### src/sv/int8_quadratic_form_eval_defines.svh
// Assertion macros shared by the quadratic form evaluator.
`ifndef INT8_QUADRATIC_FORM_EVAL_DEFINES_SVH
`define INT8_QUADRATIC_FORM_EVAL_DEFINES_SVH

// Consequent must hold in the same cycle as the antecedent.
`define QFE_ASSERT_NOW(lbl, clk_i, rst_ni, ante, cons, msg) \
	lbl: assert property (@(posedge clk_i) disable iff (!rst_ni) (ante) |-> (cons)) \
		else $error(msg);

// Consequent must hold in the cycle after the antecedent.
`define QFE_ASSERT_NEXT(lbl, clk_i, rst_ni, ante, cons, msg) \
	lbl: assert property (@(posedge clk_i) disable iff (!rst_ni) (ante) |=> (cons)) \
		else $error(msg);

`endif

### src/sv/qfe_pkg.sv
// Shared constants, types and helper functions of the quadratic form evaluator.
`default_nettype none

package qfe_pkg;

	// Matrix dimension.
	localparam int QFE_DIM = 32;

	// Field widths of one input beat and one result beat.
	localparam int ROW_W      = 5;
	localparam int COL_W      = 5;
	localparam int WEIGHT_W   = 8;
	localparam int LEVEL_W    = 8;
	localparam int VALUE_W    = 18;
	localparam int IN_DATA_W  = 32;
	localparam int OUT_DATA_W = 24;

	// Accumulator word width and the number of words in one summing group.
	localparam int WORD_W = 16;
	localparam int GROUP  = 4;

	// Request kinds carried on tuser.
	localparam logic REQ_WEIGHT = 1'b0;
	localparam logic REQ_LEVEL  = 1'b1;

	// Saturation bounds of the pair sum.
	localparam logic signed [17:0] SAT_MAX = 18'sd32767;
	localparam logic signed [17:0] SAT_MIN = -18'sd32768;

	// Commands from the controller to the datapath.
	typedef struct packed {
		logic             clear_acc;
		logic             issue;
		logic [ROW_W-1:0] row_idx;
		logic             group_load;
		logic             total_load;
	} qfe_cmd_t;

	// Status from the datapath to the controller.
	typedef struct packed {
		logic busy;
		logic out_free;
	} qfe_stat_t;

	// Clamp an 18-bit pair sum to the signed 16-bit range.
	function automatic logic [WORD_W-1:0] sat16(input logic signed [17:0] x);
		logic [WORD_W-1:0] r;
		if (x > SAT_MAX) begin
			r = 16'h7FFF;
		end else if (x < SAT_MIN) begin
			r = 16'h8000;
		end else begin
			r = x[WORD_W-1:0];
		end
		return r;
	endfunction

endpackage

`default_nettype wire

### src/sv/qfe_ctrl.sv
// Controller state machine that sequences loading, the row walk and the final sums.
`default_nettype none

module qfe_ctrl #(
	parameter int DIM = qfe_pkg::QFE_DIM
) (
	input  wire logic              clk,
	input  wire logic              arst_n,
	input  wire logic              in_fire,
	input  wire logic              in_eval,
	input  wire qfe_pkg::qfe_stat_t stat,
	output qfe_pkg::qfe_cmd_t      cmd,
	output logic                   in_ready
);
	import qfe_pkg::*;

	localparam int IW = $clog2(DIM);
	localparam logic [IW-1:0] LAST_ROW = IW'(DIM - 1);

	localparam logic [2:0] ST_IDLE  = 3'd0;
	localparam logic [2:0] ST_RUN   = 3'd1;
	localparam logic [2:0] ST_DRAIN = 3'd2;
	localparam logic [2:0] ST_GROUP = 3'd3;
	localparam logic [2:0] ST_TOTAL = 3'd4;

	logic [2:0]    state_q, state_n;
	logic [IW-1:0] row_q, row_n;

	// State and row counter registers.
	always_ff @(posedge clk or negedge arst_n) begin
		if (!arst_n) begin
			state_q <= ST_IDLE;
			row_q   <= '0;
		end else begin
			state_q <= state_n;
			row_q   <= row_n;
		end
	end

	// Next state and command decode.
	always_comb begin
		state_n        = state_q;
		row_n          = row_q;
		in_ready       = 1'b0;
		cmd.clear_acc  = 1'b0;
		cmd.issue      = 1'b0;
		cmd.row_idx    = ROW_W'(row_q);
		cmd.group_load = 1'b0;
		cmd.total_load = 1'b0;
		unique case (state_q)
			ST_IDLE: begin
				in_ready = 1'b1;
				if (in_fire && in_eval) begin
					cmd.clear_acc = 1'b1;
					row_n         = '0;
					state_n       = ST_RUN;
				end
			end
			ST_RUN: begin
				cmd.issue = 1'b1;
				if (row_q == LAST_ROW) begin
					state_n = ST_DRAIN;
				end else begin
					row_n = row_q + 1'b1;
				end
			end
			ST_DRAIN: begin
				if (!stat.busy) begin
					state_n = ST_GROUP;
				end
			end
			ST_GROUP: begin
				cmd.group_load = 1'b1;
				state_n        = ST_TOTAL;
			end
			ST_TOTAL: begin
				// Hold until the result register is free to take a new value.
				if (stat.out_free) begin
					cmd.total_load = 1'b1;
					state_n        = ST_IDLE;
				end
			end
			default: begin
				state_n = ST_IDLE;
			end
		endcase
	end

endmodule

`default_nettype wire

### config.mk
export PLATFORM = sky130hd
export DESIGN_NAME = qfe_ctrl
export DESIGN_NICKNAME = d
export VERILOG_FILES = /design/src/sv/int8_quadratic_form_eval_defines.svh /design/src/sv/qfe_pkg.sv /design/src/sv/qfe_ctrl.sv
export SDC_FILE = /design/constraint.sdc
export NUM_CORES = 1
export LEC_CHECK = 0
export BUFFER_PORTS_ARGS = -buffer_cell sky130_fd_sc_hd__buf_2
export CAP_MARGIN = 0
export CELL_PAD_IN_SITES_DETAIL_PLACEMENT = 1
export CELL_PAD_IN_SITES_GLOBAL_PLACEMENT = 2
export CORE_UTILIZATION = 25
export DETAILED_ROUTE_END_ITERATION = 12
export GPL_ROUTABILITY_DRIVEN = 1
export PLACE_DENSITY_LB_ADDON = 0.1
export SYNTH_ARGS = -nofsm -noshare
export SYNTH_HDL_FRONTEND = slang
export SYNTH_SLANG_ARGS = --single-unit
### constraint.sdc
create_clock -name clk -period 1.6 [get_ports clk]
set_input_delay 0.08 -clock clk [delete_from_list [all_inputs] [get_ports clk]]
set_output_delay 0.08 -clock clk [all_outputs]
set_load 0.01 [all_outputs]
==> results of run 1 <==
[kinds of logic after synthesis]
logic type / synth area share (%)
compound gates: 17.0
simple gates: 27.2
fa+ha+maj: 4.87
buf+inv: 9.97
flops: 38.9
mux: 1.95
[flip-flops by register name, indices dropped and copies added (netlist names)]
name and flops:
row_q 5, state_q 3
[tightest hold or removal path, stage by stage]
cell and delay [ns]:
buf_2 0.07, o21ai_0 0.07, o311a_1 0.13
[cells in the final DEF (no fill, tap or decap), types with 2 or more instances in the layout]
cell type / Yosys / final
a211o_1: 2 / 2
a21oi_1: 4 / 3
and3_4: 0 / 2
buf_2: 1 / 15
buf_4: 0 / 8
clkbuf_4: 0 / 3
dfrtp_1: 8 / 7
ha_4: 0 / 2
nor2_1: 4 / 4
nor3_1: 3 / 3
nor4_1: 2 / 2
nor4b_2: 0 / 2
o2bb2ai_1: 4 / 4
[power by group]
group | total, uW | leakage (uW) | switching (uW) | internal (uW)
Sequential | 371 | 0.0000988 | 86.5 | 284
Combinational | 708 | 0.000239 | 336 | 372
Clock | 174 | 0.0000150 | 78.1 | 96.0
[metrics by stage]
step,hold slack (ns),util (%)
4_1_cts,0.123,37.2
6_report,0.127,38.6
3_5_place_dp,-0.0570,33.7
5_1_grt,0.144,38.6
2_1_floorplan,-0.216,-
3_3_place_gp,-0.0610,33.7
[timing repair]
item,CTS,global route
pin swaps,2,1
hold buffers,1,0
endpoints found under the hold margin,8,0
cloned,0,0
gates resized for setup,4,5
setup endpoints to repair,3,5
[layout make-up]
| cell class | count | area [um2] | share of cell area (%) |
|---|---|---|---|
| clock buffers | 4 | 26.3 | 3.51 |
| flip-flops and latches | 8 | 201 | 26.9 |
| multi-input cells | 37 | 330 | 44.1 |
| inverters | 2 | 12.5 | 1.67 |
| well taps | 27 | 33.8 | 4.51 |
| repair buffers | 24 | 145 | 19.4 |
[worst max-delay path by stage]
stage	endpoint	cells past startpoint	startpoint
floorplan	row_q[3]	7	row_q[0]
global placement	row_q[3]	6	row_q[0]
detailed placement	row_q[3]	6	row_q[0]
CTS	row_q[3]	6	row_q[0]
global route	row_q[3]	6	row_q[1]
finish	row_q[3]	6	row_q[0]
[per-layer routing]
| layer | up-vias | track usage (%) | wire [um] |
|---|---|---|---|
| li1 | 240 | - | - |
| met1 | 244 | 21.1 | 697 |
| met2 | 10 | 22.5 | 720 |
| met3 | 0 | 4.62 | 48 |
| met4 | 0 | 1.71 | 0 |
| met5 | - | 0 | 0 |
==> reports/qor.txt, run 1 <==
Critical Path RT -> 1.74 ns
Worst Hold Depth -> 3
final setup fails -> 1
Worst-Margin Slew -> 0.425 ns
top post-synthesis cells by count -> dfrtp_1, a21oi_1, nor2_1, nor4b_1, o2bb2ai_1
Longest Clk Path Bufs -> 2
GRT overflow -> 0
Pwr Total -> 1250 uW
chip width -> 47.4 um
max incr delay on CP -> 0.42 ns
final hold vios -> 0
DR iter-0 viols -> 5
pin count of the biggest net entering global routing -> 11
VDD IR-drop max -> 0.801 mV
Final nets -> 84
FMAX -> 0.618 GHz
Final WS setup -> -0.0175 ns
post-synthesis async set-or-reset flop share -> 100%
status -> complete, but fails checks
Reg-to-Reg End -> row_q[3]
Startpoint Class -> flip-flop
share of the synthesized area in the top cell type -> 38.9%
top cells by area, synth -> dfrtp_1, nor4b_1, o2bb2ai_1, buf_6, ha_1
CTS tree -> built
period utilization -> 101%
initial antenna violation count -> 0
Final Critical Period -> 1.62 ns
max_cap viols -> 0
wire per inst -> 14.4 um
DRC -> 0
count leader, synth -> dfrtp_1
Data arrival, critical path -> 1.76 ns
Post-synth EDFFs -> 0
share of cells above drive strength 1 -> 52.0%
sequential fraction of the synthesis area -> 38.9%
critical path class -> flip-flop to flip-flop
Mapped Avg Cell Area -> 10.1 um2
via count -> 494
max-slew violations -> 0
Clk Latency, worst-skew pair -> 0.26 ns
max_slew headroom -> 71.7%
dpl cells -> 97
Total Die Area -> 2240 um2
Initial Util -> 26.5%
first-pass GRT wire length -> 2280 um
DP Worst Slack -> -0.0496 ns
leakage power -> 0.000353 uW
clk_skew -> 0.00662 ns
WL final -> 1470 um
fill count -> 245
setup TNS -> -0.0175 ns
vias in the first global route -> 495
Port Buffers -> 15
Post-Syn Nets -> 59
CP Buf/Inv Count -> 0
cell count after synthesis -> 51
Routability Congestion -> 0.651
kind of cell adding the most delay to the critical path -> simple AND/OR/NAND/NOR gates
die height -> 47.4 um
# rows -> 16
Root Driver -> clkbuf_4
final instance area -> 749 um2
hold_sp -> stat[1]
Post-DP HPWL -> 1020 um
Max FO, Critical Path -> 3
core region area -> 1940 um2
Clk pin slew, worst setup/hold paths -> 0.06 ns
routed vias/inst -> 4.84
H-tree levels -> 1
ANT nets after route -> 0
Reg2Reg Launch Point -> row_q[0]
crit end category -> flip-flop
Yosys reg bits -> 8
failing checks -> setup timing
TritonCTS Buffers -> 3
post-synthesis cell area -> 514 um2
Top FF cell, synth -> dfrtp_1
Post-CTS Setup Bufs -> 0
critical path cell sequence -> ha_4 > and3_4 > ha_4 > nand4b_1 > and3_4 > a211o_1
gr usage total -> 14.8%
Non-Filler Instances -> 102
Worst Hold Class -> input port to flip-flop
RSZ-0062 raised after global routing -> true
FF-to-FF setup slack -> -0.02 ns
number of distinct library cells after synthesis -> 23
Power Dens Cells -> 1670 nW/um2
Syn. warnings -> 0
Synth area leader -> dfrtp_1
Post-Place Cell Area -> 654 um2
slowest cell on the critical path -> dfrtp_2
cells on worst reg2reg path -> 6
antenna cell count -> 0
router iterations before antenna repair -> 2
synthesis-to-finish area growth -> 45.7%
Sink Count -> 8
Ports -> 16
WHS Endpoint -> state_q[0]
(Power assumes the default switching activity.)
==> run 2: changes to the inputs <==
--- a/config.mk
+++ b/config.mk
@@ -13,6 +13,7 @@
 export DETAILED_ROUTE_END_ITERATION = 12
 export GPL_ROUTABILITY_DRIVEN = 1
 export PLACE_DENSITY_LB_ADDON = 0.1
+export SKIP_CTS_REPAIR_TIMING = 1
 export SYNTH_ARGS = -nofsm -noshare
 export SYNTH_HDL_FRONTEND = slang
 export SYNTH_SLANG_ARGS = --single-unit
==> constraint.sdc (replaced) <==
create_clock -name clk -period 1.4 [get_ports clk]
set_input_delay 0.07 -clock clk [delete_from_list [all_inputs] [get_ports clk]]
set_output_delay 0.07 -clock clk [all_outputs]
set_load 0.01 [all_outputs]
==> reports/qor.txt, run 2 (same netlist as run 1, synthesis figures left out) <==
status -> complete, but fails checks
failing checks -> setup timing
clk_skew -> 0.00296 ns
Final WS setup -> -0.233 ns
Clk Latency, worst-skew pair -> 0.26 ns
TritonCTS Buffers -> 3
WL final -> 1460 um
ANT nets after route -> 0
DP Worst Slack -> -0.217 ns
core region area -> 1940 um2
GRT overflow -> 0
Post-DP HPWL -> 1090 um
Top reg by flops -> row_q
Root Driver -> clkbuf_4
VDD IR-drop max -> 0.844 mV
P_sw -> 600 uW
max_cap viols -> 0
final hold vios -> 0
most frequent cells in the layout -> buf_2, buf_4, dfrtp_1, o2bb2ai_1, nor2_1
routed vias/inst -> 4.87
Ports -> 16
FMAX -> 0.612 GHz
router iterations before antenna repair -> 3
Routability Congestion -> 0.661
Port Buffers -> 15
synthesis-to-finish area growth -> 57.7%
DRC -> 0
max-slew violations -> 0
Max FO, Critical Path -> 4
first-pass GRT wire length -> 2350 um
critical path class -> flip-flop to flip-flop
gr usage total -> 15.7%
period utilization -> 117%
leakage power -> 0.000390 uW
Clk pwr share -> 13.5%
Combinational Power Share -> 58.5%
crit end category -> flip-flop
vias in the first global route -> 474
max incr delay on CP -> 0.42 ns
die height -> 47.4 um
multi-input logic area -> 345 um2
slowest cell on the critical path -> dfrtp_2
Critical Path RT -> 1.55 ns
Pwr Total -> 1500 uW
max FFs per register -> 5
Sw Share -> 40.1%
Longest Clk Path Bufs -> 2
Worst-Margin Slew -> 0.264 ns
Initial Util -> 26.5%
pin count of the biggest net entering global routing -> 9
# rows -> 16
Data arrival, critical path -> 1.78 ns
wire per inst -> 13.5 um
Worst Hold Class -> input port to flip-flop
final setup fails -> 9
H-tree levels -> 1
via count -> 526
Total Die Area -> 2240 um2
Pint -> 896 uW
most common cell after layout, fill and taps aside -> buf_2
critical path cell sequence -> ha_4 > and3_4 > ha_4 > nand4b_1 > and3_4 > a211o_1
antenna cell count -> 0
chip width -> 47.4 um
DR iter-0 viols -> 2
share of cells above drive strength 1 -> 60.5%
final instance area -> 811 um2
Sink Count -> 8
kind of cell adding the most delay to the critical path -> simple AND/OR/NAND/NOR gates
RSZ-0062 raised after global routing -> true
Seq pwr share -> 27.9%
minimum hold slack -> 0.0858 ns
Largest regs -> row_q (5), state_q (3)
Startpoint Class -> flip-flop
Clk pin slew, worst setup/hold paths -> 0.06 ns
Final Critical Period -> 1.63 ns
max_slew headroom -> 82.4%
CTS tree -> built
Final nets -> 90
CP Buf/Inv Count -> 0
fill count -> 247
Post-Place Cell Area -> 703 um2
final core occ -> 41.8%
Power Dens Cells -> 1850 nW/um2
initial antenna violation count -> 0
Register Area -> 203 um2
==> run 2: power by group through the flow <==
stage          clock, uW  combinational, uW  sequential, uW
6_report             202                876             418
5_1_grt              223                977             429
4_1_cts              212                808             396
3_5_place_dp           0                804             400
3_3_place_gp           0                806             399
2_1_floorplan          0                415             446
==> run 2: area by class of cell <==
class / instances / area share [%]
Clock buffer: 4 / 3.24
Inverter: 2 / 1.54
Multi-Input combinational cell: 37 / 42.6
Sequential cell: 8 / 25.0
Tap cell: 27 / 4.17
Timing Repair Buffer: 30 / 23.5
==> run 2: final timing paths <==
check | start | to | slack (ns) | cells after the start
min in group asynchronous | arst_n | state_q[0] | 0.19 | 2
max | row_q[0] | row_q[3] | -0.23 | 6
min reg2reg | row_q[4] | row_q[4] | 0.61 | 1
max in group asynchronous | arst_n | row_q[0] | 1.02 | 2
min | stat[1] | state_q[0] | 0.09 | 3
max reg2reg | row_q[0] | row_q[3] | -0.23 | 6
==> run 2: tightest hold or removal path, cell delays in order <==
cell and delay (ns):
buf_2 0.07, o21ai_0 0.06, o311a_1 0.12
==> run 2: routing by layer <==
layer	share of wire, %	track usage, %
met2	47	22.5
met1	48	21.7
met5	0	0
met3	4.0	6.92
met4	0.69	3.43
==> run 2: through the flow <==
step	std cells	setup TNS (ns)
2_1_floorplan	51	-0.881
3_3_place_gp	103	-0.858
3_5_place_dp	103	-1.13
4_1_cts	107	-1.50
5_1_grt	108	-1.62
6_report	108	-0.845
==> run 3: changes to the inputs <==
--- a/config.mk
+++ b/config.mk
@@ -5,14 +5,15 @@
 export SDC_FILE = /design/constraint.sdc
 export NUM_CORES = 1
 export LEC_CHECK = 0
+export ABC_AREA = 1
 export BUFFER_PORTS_ARGS = -buffer_cell sky130_fd_sc_hd__buf_2
 export CAP_MARGIN = 0
 export CELL_PAD_IN_SITES_DETAIL_PLACEMENT = 1
 export CELL_PAD_IN_SITES_GLOBAL_PLACEMENT = 2
-export CORE_UTILIZATION = 25
+export CORE_UTILIZATION = 23
 export DETAILED_ROUTE_END_ITERATION = 12
-export GPL_ROUTABILITY_DRIVEN = 1
 export PLACE_DENSITY_LB_ADDON = 0.1
+export RECOVER_POWER = 100
 export SKIP_CTS_REPAIR_TIMING = 1
 export SYNTH_ARGS = -nofsm -noshare
 export SYNTH_HDL_FRONTEND = slang
==> reports/qor.txt, run 3 <==
Top FF cell, synth -> dfrtp_1
Worst-Margin Slew -> 0.491 ns
Pwr Total -> 1680 uW
Final Critical Period -> 1.44 ns
share of the synthesized area in the top cell type -> 40.4%
Max FO, Critical Path -> 5
Post-DP HPWL -> 993 um
Root Driver -> clkbuf_4
Startpoint Class -> flip-flop
final hold vios -> 0
die height -> 48.4 um
cell count after synthesis -> 64
Total Die Area -> 2340 um2
Sink Count -> 8
Port Buffers -> 15
synthesis-to-finish area growth -> 44.9%
top cells by area, synth -> dfrtp_1, nand2_1, nand3_1, inv_1, ha_1
max-slew violations -> 0
Syn. warnings -> 0
sequential fraction of the synthesis area -> 40.4%
failing checks -> setup timing
Worst Hold Class -> input port to flip-flop
initial antenna violation count -> 0
count leader, synth -> nand2_1
Yosys reg bits -> 8
RSZ-0062 raised after global routing -> true
max FFs per register -> 5
Power Dens Cells -> 2340 nW/um2
status -> complete, but fails checks
post-synthesis async set-or-reset flop share -> 100%
Final nets -> 101
core region area -> 2000 um2
gr usage total -> 12.2%
leakage power -> 0.000401 uW
Routability Congestion -> 0.679
ANT nets after route -> 0
Synth area leader -> dfrtp_1
post-synthesis cell area -> 495 um2
Largest regs -> row_q (5), state_q (3)
most frequent cells in the layout -> nand2_1, buf_2, nand3_1
max_slew headroom -> 67.3%
number of distinct library cells after synthesis -> 16
Clk pin slew, worst setup/hold paths -> 0.06 ns
CTS tree -> built
Critical Path RT -> 1.59 ns
clk_skew -> 0.00380 ns
DR iter-0 viols -> 8
critical path class -> flip-flop to flip-flop
Data arrival, critical path -> 1.63 ns
via count -> 507
Top reg by flops -> row_q
router iterations before antenna repair -> 4
WL final -> 1550 um
Mapped Avg Cell Area -> 7.74 um2
Ports -> 16
Post-Syn Nets -> 72
Clk Latency, worst-skew pair -> 0.26 ns
antenna cell count -> 0
pin count of the biggest net entering global routing -> 10
VDD IR-drop max -> 0.674 mV
chip width -> 48.4 um
Post-synth EDFFs -> 0
most common cell after layout, fill and taps aside -> nand2_1
minimum hold slack -> 0.0824 ns
setup TNS -> -0.0728 ns
DRC -> 0
fill count -> 264
Longest Clk Path Bufs -> 2
vias in the first global route -> 456
crit end category -> flip-flop
Initial Util -> 24.7%
GRT overflow -> 0
final setup fails -> 4
period utilization -> 103%
first-pass GRT wire length -> 2150 um
H-tree levels -> 1
# rows -> 16
max_cap viols -> 0
FMAX -> 0.696 GHz
wire per inst -> 13.1 um
routed vias/inst -> 4.30
TritonCTS Buffers -> 3
Final WS setup -> -0.0368 ns
top post-synthesis cells by count -> nand2_1, dfrtp_1, inv_1, nand3_1, nor2_1
share of cells above drive strength 1 -> 44.0%
==> run 3: cell types whose count changed after synthesis, sizes merged, moves of 2 or more <==
cell     delta
nand2      +21
nand3       +9
inv         +8
a21oi       -4
and3        -4
buf         -4
nor4b       -4
o2bb2ai     -4
nor2        +3
a211o       -2
nor3        -2
nor4        -2
==> run 3: cells by family (layout without fill, tap and decap cells) <==
logic type | Yosys count | after routing | share of synthesized area (%)
AND/OR/NAND/NOR | 41 | 42 | 43.2
AO/OA/AOI/OAI | 2 | 2 | 2.02
buffers and inverters | 10 | 36 | 7.58
flip-flops | 8 | 8 | 40.4
adder cells (fa/ha/maj) | 2 | 2 | 5.05
XOR/XNOR | 1 | 1 | 1.77
==> run 3: final timing paths <==
| check | slack (ns) | depth (start not counted) | start | endpoint |
|---|---|---|---|---|
| min in group asynchronous | 0.28 | 2 | arst_n | state_q[1] |
| min reg2reg | 0.56 | 2 | row_q[4] | row_q[4] |
| max in group asynchronous | 0.76 | 2 | arst_n | state_q[2] |
| max | -0.04 | 10 | row_q[0] | state_q[0] |
| min | 0.08 | 3 | stat[1] | state_q[1] |
| max reg2reg | -0.04 | 10 | row_q[0] | state_q[0] |
==> run 3: metal layers <==
metal	vias up	GRT usage (%)	part of all wire, %
met3	0	5.03	3.2
li1	259	-	-
met4	0	2.94	0
met1	238	18.0	50
met2	10	16.2	47
met5	-	0	0
==> run 3: power breakdown <==
part	total [uW]	internal (uW)	switching (uW)	leakage, uW
sequential	473	339	134	0.000103
combinational	1020	437	582	0.000285
clock	187	98.8	88.1	0.0000138
==> run 3: metrics by stage <==
stage          instances  cell area (um2)  utilization [%]  worst slack [ns]
6_report             118              718             35.9           -0.0368
3_3_place_gp         109              629             31.4          -0.00407
2_1_floorplan         64              498                -           0.00146
4_1_cts              112              652             32.6           -0.0528
3_5_place_dp         109              629             31.4           -0.0403
5_1_grt              118              718             35.9            -0.170
==> run 3: layout make-up <==
| type | instances | area [um2] | share of cell area, % |
|---|---|---|---|
| Inverter | 10 | 37.5 | 5.23 |
| Timing Repair Buffer | 23 | 136 | 19.0 |
| Tap cell | 27 | 33.8 | 4.70 |
| Multi-Input combinational cell | 47 | 287 | 39.9 |
| Clock buffer | 3 | 22.5 | 3.14 |
| Sequential cell | 8 | 201 | 28.0 |
==> run 3: critical path, cell delays in order, from the launching register on <==
cell and delay [ns]:
dfrtp_1 0.38, ha_2 0.20, nand2_2 0.06, nor2_2 0.13, ha_2 0.20, inv_2 0.06
nand3_4 0.09, nand2_2 0.06, nor2_2 0.09, nand2_1 0.05, nand2_1 0.05
